File: src/rtl/core/stepper_position_settle_driver_defines.svh
// Assertion macros shared by the stepper settle driver RTL.
// Self-contained; included by files that carry concurrent assertions.
`ifndef STEPPER_POSITION_SETTLE_DRIVER_DEFINES_SVH
`define STEPPER_POSITION_SETTLE_DRIVER_DEFINES_SVH

// Same-cycle implication, checked outside reset.
`define SPSD_ASSERT_IMP(lbl, clk, rst_n, ante, cons, msg) \
	lbl: assert property (@(posedge clk) disable iff (!rst_n) (ante) |-> (cons)) \
		else $error(msg);

// Next-cycle implication, checked outside reset.
`define SPSD_ASSERT_NXT(lbl, clk, rst_n, ante, cons, msg) \
	lbl: assert property (@(posedge clk) disable iff (!rst_n) (ante) |=> (cons)) \
		else $error(msg);

`endif

File: src/rtl/core/spsd_pkg.sv
// Package for the stepper settle driver: widths, register indexes, types
// and the half-step coil table. No dependencies.
package spsd_pkg;

	localparam int POS_W         = 3;
	localparam int PHASE_W       = 3;
	localparam int RUN_W         = 6;
	localparam int ADC_W         = 8;
	localparam int COIL_W        = 4;
	localparam int CFG_IDX_W     = 4;
	localparam int CFG_DATA_W    = 8;
	localparam int NUM_LEVELS    = 6;
	localparam int NUM_POSITIONS_DEF = 6;

	// Moves of more than this many positions go the other way round.
	localparam logic [POS_W-1:0] SHORT_WAY = 3'd3;

	// Register indexes on the configuration port.
	localparam logic [CFG_IDX_W-1:0] REG_TOLERANCE = 4'd0;
	localparam logic [CFG_IDX_W-1:0] REG_SETTLE    = 4'd1;
	localparam logic [CFG_IDX_W-1:0] REG_LEVEL_0   = 4'd2;

	// Reset values of the registers.
	localparam logic [ADC_W-1:0] TOLERANCE_RST = 8'd10;
	localparam logic [RUN_W-1:0] SETTLE_RST    = 6'd50;
	localparam logic [NUM_LEVELS-1:0][ADC_W-1:0] LEVELS_RST =
		{8'd255, 8'd187, 8'd139, 8'd102, 8'd69, 8'd37};

	typedef struct packed {
		logic [ADC_W-1:0]                  tolerance;
		logic [RUN_W-1:0]                  settle_needed;
		logic [NUM_LEVELS-1:0][ADC_W-1:0]  level;
	} cfg_t;

	typedef struct packed {
		logic             mode;
		logic [POS_W-1:0] target_position;
		logic [ADC_W-1:0] adc_sample;
	} item_t;

	typedef struct packed {
		logic [COIL_W-1:0] coil_pattern;
		logic              busy_res;
		logic              move_done;
		logic [POS_W-1:0]  position;
	} result_t;

	// Forward half-step sequence; reverse uses the complemented phase.
	function automatic logic [COIL_W-1:0] fwd_pattern(input logic [PHASE_W-1:0] p);
		logic [COIL_W-1:0] pat;
		case (p)
			3'd0:    pat = 4'h1;
			3'd1:    pat = 4'h3;
			3'd2:    pat = 4'h2;
			3'd3:    pat = 4'h6;
			3'd4:    pat = 4'h4;
			3'd5:    pat = 4'hC;
			3'd6:    pat = 4'h8;
			default: pat = 4'h9;
		endcase
		return pat;
	endfunction

	function automatic logic [COIL_W-1:0] coil_for(input logic [PHASE_W-1:0] p,
		input logic rev);
		return fwd_pattern(rev ? ~p : p);
	endfunction

endpackage

File: src/rtl/core/spsd_cfg_regs.sv
// Configuration register file of the stepper settle driver.
// Depends on spsd_pkg for indexes, reset values and the cfg_t struct.
module spsd_cfg_regs (
	input  logic                             clk,
	input  logic                             arst_n,
	input  logic                             cfg_write,
	input  logic [spsd_pkg::CFG_IDX_W-1:0]   cfg_index,
	input  logic [spsd_pkg::CFG_DATA_W-1:0]  cfg_data,
	output spsd_pkg::cfg_t                   cfg
);

	spsd_pkg::cfg_t cfg_q;

	// Register writes; indexes past the last level are dropped.
	always_ff @(posedge clk or negedge arst_n) begin
		if (!arst_n) begin
			cfg_q.tolerance     <= spsd_pkg::TOLERANCE_RST;
			cfg_q.settle_needed <= spsd_pkg::SETTLE_RST;
			cfg_q.level         <= spsd_pkg::LEVELS_RST;
		end else if (cfg_write) begin
			if (cfg_index == spsd_pkg::REG_TOLERANCE) begin
				cfg_q.tolerance <= cfg_data;
			end
			if (cfg_index == spsd_pkg::REG_SETTLE) begin
				cfg_q.settle_needed <= cfg_data[spsd_pkg::RUN_W-1:0];
			end
			for (int i = 0; i < spsd_pkg::NUM_LEVELS; i++) begin
				if (cfg_index == spsd_pkg::REG_LEVEL_0 + spsd_pkg::CFG_IDX_W'(i)) begin
					cfg_q.level[i] <= cfg_data;
				end
			end
		end
	end

	assign cfg = cfg_q;

endmodule

File: src/rtl/core/spsd_step_core.sv
// Move state and per-item step logic of the stepper settle driver.
// Depends on spsd_pkg for types, widths and the coil table.
module spsd_step_core #(
	parameter int NUM_POSITIONS = spsd_pkg::NUM_POSITIONS_DEF
) (
	input  logic             clk,
	input  logic             arst_n,
	input  logic             advance,
	input  spsd_pkg::item_t  item,
	input  spsd_pkg::cfg_t   cfg,
	output spsd_pkg::result_t result
);

	localparam logic [spsd_pkg::POS_W:0] POS_LIMIT = (spsd_pkg::POS_W+1)'(NUM_POSITIONS);

	logic [spsd_pkg::POS_W-1:0]   pos_q,   pos_n;
	logic                         rev_q,   rev_n;
	logic [spsd_pkg::PHASE_W-1:0] phase_q, phase_n;
	logic [spsd_pkg::RUN_W-1:0]   run_q,   run_n;
	logic                         moving_q, moving_n;

	logic                         tgt_bad;
	logic                         tgt_above;
	logic [spsd_pkg::POS_W-1:0]   mag;
	logic [spsd_pkg::ADC_W-1:0]   level;
	logic [spsd_pkg::ADC_W:0]     diff;
	logic                         match;
	logic [spsd_pkg::RUN_W-1:0]   run_inc;

	// Expected level of the held position, zero where no register exists.
	always_comb begin
		if ({1'b0, pos_q} < (spsd_pkg::POS_W+1)'(spsd_pkg::NUM_LEVELS)) begin
			level = cfg.level[pos_q];
		end else begin
			level = '0;
		end
	end

	// Match test and run count for a tick.
	always_comb begin
		diff = {1'b0, level} - {1'b0, item.adc_sample};
		if (diff[spsd_pkg::ADC_W]) begin
			diff = -diff;
		end
		match   = diff < {1'b0, cfg.tolerance};
		run_inc = match ? run_q + 1'b1 : '0;
	end

	// Range check of the target, and direction of a new move from the distance to it.
	always_comb begin
		tgt_bad   = {1'b0, item.target_position} >= POS_LIMIT;
		tgt_above = item.target_position > pos_q;
		mag       = tgt_above ? item.target_position - pos_q : pos_q - item.target_position;
	end

	// Next state and the result of the item in stage one.
	always_comb begin
		pos_n    = pos_q;
		rev_n    = rev_q;
		phase_n  = phase_q;
		run_n    = run_q;
		moving_n = moving_q;
		result.coil_pattern = '0;
		result.move_done    = 1'b0;
		if (!item.mode) begin
			if (moving_q || tgt_bad) begin
				result.coil_pattern = moving_q ? spsd_pkg::coil_for(phase_q, rev_q) : '0;
			end else if (item.target_position == pos_q) begin
				result.move_done = 1'b1;
			end else begin
				rev_n    = tgt_above ? (mag <= spsd_pkg::SHORT_WAY) : (mag > spsd_pkg::SHORT_WAY);
				pos_n    = item.target_position;
				phase_n  = spsd_pkg::PHASE_W'(1);
				run_n    = '0;
				moving_n = 1'b1;
				result.coil_pattern = spsd_pkg::coil_for(phase_n, rev_n);
			end
		end else if (moving_q) begin
			if (run_inc >= cfg.settle_needed) begin
				moving_n = 1'b0;
				run_n    = '0;
				result.move_done = 1'b1;
			end else begin
				run_n   = run_inc;
				phase_n = phase_q + 1'b1;
				result.coil_pattern = spsd_pkg::coil_for(phase_n, rev_q);
			end
		end
		result.busy_res = moving_n;
		result.position = pos_n;
	end

	// Move state advances once per item leaving stage one.
	always_ff @(posedge clk or negedge arst_n) begin
		if (!arst_n) begin
			pos_q    <= '0;
			rev_q    <= 1'b0;
			phase_q  <= '0;
			run_q    <= '0;
			moving_q <= 1'b0;
		end else if (advance) begin
			pos_q    <= pos_n;
			rev_q    <= rev_n;
			phase_q  <= phase_n;
			run_q    <= run_n;
			moving_q <= moving_n;
		end
	end

endmodule

File: src/rtl/core/stepper_position_settle_driver.sv
// Top level of the half-step stepper settle driver.
// Depends on spsd_pkg, spsd_cfg_regs, spsd_step_core and the defines header.
`include "stepper_position_settle_driver_defines.svh"

// Takes one request per clock cycle while the output side does not stall
// and returns one result per request: a request is captured in an input
// register, the step logic updates the move state from it as it leaves
// that register, and the result lands in an output register that holds
// while the output side stalls. The rate of one request per cycle is set by
// the move state, which every request reads and writes once as it advances.
// Configuration writes take effect at once and are meant for idle periods.
module stepper_position_settle_driver #(
	parameter int NUM_POSITIONS = spsd_pkg::NUM_POSITIONS_DEF
) (
	input  logic                              clk,
	input  logic                              arst_n,
	input  logic                              in_valid,
	output logic                              in_ready,
	input  logic                              mode,
	input  logic [spsd_pkg::POS_W-1:0]        target_position,
	input  logic [spsd_pkg::ADC_W-1:0]        adc_sample,
	output logic                              out_valid,
	input  logic                              out_ready,
	output logic [spsd_pkg::COIL_W-1:0]       coil_pattern,
	output logic                              busy_res,
	output logic                              move_done,
	output logic [spsd_pkg::POS_W-1:0]        position,
	input  logic                              cfg_write,
	input  logic [spsd_pkg::CFG_IDX_W-1:0]    cfg_index,
	input  logic [spsd_pkg::CFG_DATA_W-1:0]   cfg_data
);

	spsd_pkg::cfg_t    cfg;
	spsd_pkg::item_t   item_s1;
	spsd_pkg::result_t result;
	spsd_pkg::result_t res_s2;
	logic              valid_s1;
	logic              valid_s2;
	logic              advance;

	spsd_cfg_regs u_cfg (
		.clk       (clk),
		.arst_n    (arst_n),
		.cfg_write (cfg_write),
		.cfg_index (cfg_index),
		.cfg_data  (cfg_data),
		.cfg       (cfg)
	);

	spsd_step_core #(
		.NUM_POSITIONS (NUM_POSITIONS)
	) u_core (
		.clk     (clk),
		.arst_n  (arst_n),
		.advance (advance),
		.item    (item_s1),
		.cfg     (cfg),
		.result  (result)
	);

	// Stage one moves on whenever the output register is free or draining.
	assign advance  = valid_s1 && (!valid_s2 || out_ready);
	assign in_ready = !valid_s1 || !valid_s2 || out_ready;

	// Input register.
	always_ff @(posedge clk or negedge arst_n) begin
		if (!arst_n) begin
			valid_s1 <= 1'b0;
		end else if (in_ready) begin
			valid_s1 <= in_valid;
		end
	end

	always_ff @(posedge clk) begin
		if (in_valid && in_ready) begin
			item_s1.mode            <= mode;
			item_s1.target_position <= target_position;
			item_s1.adc_sample      <= adc_sample;
		end
	end

	// Output register.
	always_ff @(posedge clk or negedge arst_n) begin
		if (!arst_n) begin
			valid_s2 <= 1'b0;
		end else if (advance) begin
			valid_s2 <= 1'b1;
		end else if (out_ready) begin
			valid_s2 <= 1'b0;
		end
	end

	always_ff @(posedge clk) begin
		if (advance) begin
			res_s2 <= result;
		end
	end

	assign out_valid    = valid_s2;
	assign coil_pattern = res_s2.coil_pattern;
	assign busy_res     = res_s2.busy_res;
	assign move_done    = res_s2.move_done;
	assign position     = res_s2.position;

	// A finished or skipped move always leaves the coils released.
	`SPSD_ASSERT_IMP(a_done_released, clk, arst_n, out_valid && move_done, coil_pattern == '0, "move done with coils driven")
	// While moving, one or two coils are energized.
	`SPSD_ASSERT_IMP(a_busy_coils, clk, arst_n, out_valid && busy_res, ($countones(coil_pattern) == 1) || ($countones(coil_pattern) == 2), "bad coil pattern while moving")
	// A moving block holds a position in range.
	`SPSD_ASSERT_IMP(a_busy_pos, clk, arst_n, out_valid && busy_res, {1'b0, position} < (spsd_pkg::POS_W+1)'(NUM_POSITIONS), "position out of range while moving")
	// An empty output register never holds back a new request.
	`SPSD_ASSERT_IMP(a_ready_free, clk, arst_n, !out_valid, in_ready, "request blocked with output free")

endmodule
File: config.mk
export PLATFORM = sky130hd
export DESIGN_NAME = stepper_position_settle_driver
export DESIGN_NICKNAME = d
export VERILOG_FILES = /design/src/rtl/core/spsd_pkg.sv /design/src/rtl/core/spsd_cfg_regs.sv /design/src/rtl/core/spsd_step_core.sv /design/src/rtl/core/stepper_position_settle_driver.sv
export VERILOG_INCLUDE_DIRS = /design/src /design/src/rtl/core
export SDC_FILE = /design/constraint.sdc
export NUM_CORES = 1
export LEC_CHECK = 0
export BUFFER_PORTS_ARGS = -buffer_cell sky130_fd_sc_hd__buf_4
export CELL_PAD_IN_SITES_DETAIL_PLACEMENT = 1
export CELL_PAD_IN_SITES_GLOBAL_PLACEMENT = 2
export CORE_MARGIN = 3
export CORE_UTILIZATION = 41
export DETAILED_ROUTE_END_ITERATION = 8
export GPL_TIMING_DRIVEN = 0
export PLACE_DENSITY_LB_ADDON = 0.1
export SLEW_MARGIN = 25
export SYNTH_ARGS = -nofsm -noshare
export SYNTH_HDL_FRONTEND = slang
export SYNTH_SLANG_ARGS = --single-unit
File: constraint.sdc
create_clock -name clk -period 6.85 [get_ports clk]
set_input_delay 0.685 -clock clk [delete_from_list [all_inputs] [get_ports clk]]
set_output_delay 0.685 -clock clk [all_outputs]
set_load 0.05 [all_outputs]
==> flow_summary.yaml <==
global_routing:
  grt_util_all_layers_pct: 19.5
  grt_first_pass_wirelength_mm: 22.3
  antenna_found_initial: 0
  overflow: 0
  first_global_vias: 4147
  grt_max_degree: 79
setup_path:
  crit_end: "u_core.run_q[3]$_DFFE_PN0P_"
  worstReg2RegStart: "u_core.pos_q[0]$_DFFE_PN0P_"
  start_kind: "register"
  rr_endpoint: "u_core.run_q[3]$_DFFE_PN0P_"
  critPathSlowestCell: "mux4_2"
  cp-end-kind: "register"
  critPathTopFamily: "compound AO/OA/AOI/OAI gates"
  path_cells: "buf_6, mux4_2, a21oi_1, ha_1, inv_1, fa_1, a21o_1, a221oi_4, o21bai_1, a21o_1, nor2_1, xor2_1, ha_1, a21o_1, a2111oi_2, a21oi_2, or3_1, ha_1, nand2b_1, a211oi_4, o2111ai_4, nor2_4, o31ai_2, o211ai_1"
  crit_fanout: 9
  rr_worst_depth: 24
  cp_num_cells: 24
  worstPathRequired_ns: 7.11
  ff2ff_setup_slack_ns: 0.54
  startpoint: "u_core.pos_q[0]$_DFFE_PN0P_"
  worstSetupPathType: "register to register"
  crit_buf_inv: 2
  max_stage_delay_ns: 0.52
  crit_arrival_ns: 6.58
floorplanning:
  die_w_um: 122
  rows: 41
  dieArea_mm2: 0.0149
  fp.dieH_um: 122
  ioPinCount: 40
  start_util_pct: 42.8
  core_area_mm2: 0.0129
logic_synthesis:
  syn_inst: 484
  synth-edff-count: 21
  synthTopCellsByArea: "dfrtp_1 (20%), dfstp_2 (16%), mux2_2 (13%)"
  synth_area_leader_cell: "dfrtp_1"
  synth_ff_type: "dfrtp_1"
  ys_seq_elements: 99
  synth.avg_cell_area_um2: 11.4
  syn_area_mm2: 0.00553
  synth_cell_types: 52
  netlist.area_leader.share_pct: 20.3
  yosysWarnings: 0
  synth_fp_nets: 545
  ys_seq_area_share_pct: 47.4
  synthArstFlopShare_pct: 78.8
cts:
  cts_sinks: 99
  clockBufferDepth: 2
  numCtsBuffers: 9
  h-tree-depth: 3
  cts-root-buf: "clkbuf_16"
  clk_latency_ns: 0.35
  clkSlewWorstSetupHoldPaths_ns: 0.07
  cts_tree: "built"
placement:
  place_inst: 693
  dp_hpwl_mm: 9.86
  gp_congestion: 0.769
  pre_cts_ws_ns: -1.05
  numPortBuffers: 37
sta:
  setup_slack_ns: 0.535
  relSlewSlack_pct: 37.0
  hold_viol: 0
  worstMarginPinSlew_ns: 0.945
  fin_crit_sh_pct: 92.2
  max_freq_ghz: 0.158
  fin_worst_skew_ns: 0.00731
  period_needed_ns: 6.31
  slew_viol_final: 0
  setup_viol: 0
finish:
  drive_above_1_share_pct: 33.8
  finalNonFillerCells: 717
  num_antenna_cells: 0
  final_nets: 601
  area_growth_pct: 17.1
routing:
  routed_wl_mm: 13.4
  drc: 0
  drt-pass1-iter-count: 4
  vias: 3820
  ant_nets: 0
  drt_iter0_drc: 156
  post_drt_wl_per_cell_um: 18.7
  via_per_inst: 5.33
job:
  drv_cap: 0
worst_hold_path:
  hold_path.class: "input pin to async pin"
pwr:
  power_leakage_nw: 2.77
  powerDensity_mw_per_mm2: 532
  ir_worst_vdd_v: 0.000235
run_status:
  outcome: "finished, final reports clean"
routing by layer:
layer | track usage [%] | share of wire (%)
met1 | 25.6 | 47
met4 | 3.99 | 0.77
met3 | 4.18 | 2.1
met5 | 0 | 0
met2 | 33.4 | 51
cell usage after synthesis, types with 12 or more instances:
library cell and count:
nand2b_1 14, inv_1 36, dfstp_2 33, mux2_2 65, nand2_1 37, mux2i_1 12, ha_1 29, edfxtp_1 21
clkbuf_1 13, o21ai_0 30, a21oi_1 14, nor2_1 26, dfrtp_1 45
through the flow:
stage | TNS [ns] | utilization [%] | hold WS [ns] | cell area [um2] | total power, W
2_1_floorplan | 0 | - | 0.389 | 5530 | 0.00215
3_3_place_gp | -10.46 | 46.6 | 0.462 | 6030 | 0.00254
3_5_place_dp | -14.28 | 46.7 | 0.479 | 6040 | 0.00263
4_1_cts | -0.0187 | 49.0 | 0.496 | 6340 | 0.00315
5_1_grt | -0.00324 | 50.1 | 0.400 | 6480 | 0.00376
6_report | 0 | 50.1 | 0.358 | 6480 | 0.00345
worst min path at each step:
stage,from,endpoint,slack (ns),depth (start not counted)
5_1_grt,arst_n,u_core.rev_q$_DFFE_PN0P_,0.40,1
3_3_place_gp,valid_s1$_DFFE_PN0N_,out_valid$_DFFE_PN0P_,0.46,1
3_5_place_dp,valid_s1$_DFFE_PN0N_,out_valid$_DFFE_PN0P_,0.48,1
2_1_floorplan,arst_n,out_valid$_DFFE_PN0P_,0.39,0
6_report,arst_n,u_core.rev_q$_DFFE_PN0P_,0.36,1
4_1_cts,target_position[1],item_s1[9]$_DFFE_PP_,0.50,1
state kept, by name, indices dropped and copies added (netlist names):
register,cells
item_s1,12
move_done,1
coil_pattern,4
position,3
u_core.run_q,6
busy_res,1
u_core.moving_q,1
u_core.phase_q,3
u_cfg.cfg,62
u_core.pos_q,3
valid_s1,1
u_core.rev_q,1
out_valid,1
logic make-up after synthesis:
group | count (synthesis) | synth area share (%)
multiplexers | 85 | 18.7
AND/OR/NAND/NOR | 117 | 10.3
buffers and inverters | 50 | 3.39
AO/OA/AOI/OAI | 87 | 10.4
adder cells (fa/ha/maj) | 32 | 7.64
flip-flops | 99 | 47.4
XOR/XNOR | 14 | 2.22
final cells by class:
type / instances / area, um2
multi-input combinational: 335 / 2810
inverter: 37 / 139
tap: 172 / 215
fill: 1417 / 6450
buffer: 12 / 56.3
sequential: 99 / 2630
timing repair buffer: 46 / 349
clock inverter: 5 / 41.3
clock buffer: 11 / 243
where the power goes:
group / internal, W / switching [W] / leakage, nW
combinational: 0.000948 / 0.00114 / 1.53
clock: 0.000261 / 0.000228 / 0.143
sequential: 0.000781 / 0.0000924 / 1.10
cells in the final DEF (no fill, tap or decap), drive strengths merged, types with 3 or more instances in the layout:
cell,count
nor3b,3
a21o,7
mux2,65
nor2,27
buf,48
and3,4
and2,6
dfstp,33
nand2,37
nand2b,14
fa,3
dfrtp,45
mux4,8
inv,40
mux2i,12
o21a,3
nand3,6
edfxtp,21
a21oi,14
clkbuf,21
nand3b,4
o211ai,4
o31ai,4
xor2,8
xnor2,6
o21ai,30
ha,29
o311ai,4
or3,5
nor3,5
nor2b,3
repair_timing:
item / 4_1_cts / 5_1_grt
setup endpoints to repair: 16 / 16
hold buffers: 0 / 0
gates resized for setup: 7 / 17
gates cloned: 0 / 0
buffers inserted: 0 / 9
pin swaps: 0 / 5
No activity file was read; power rests on OpenSTA's default activity.
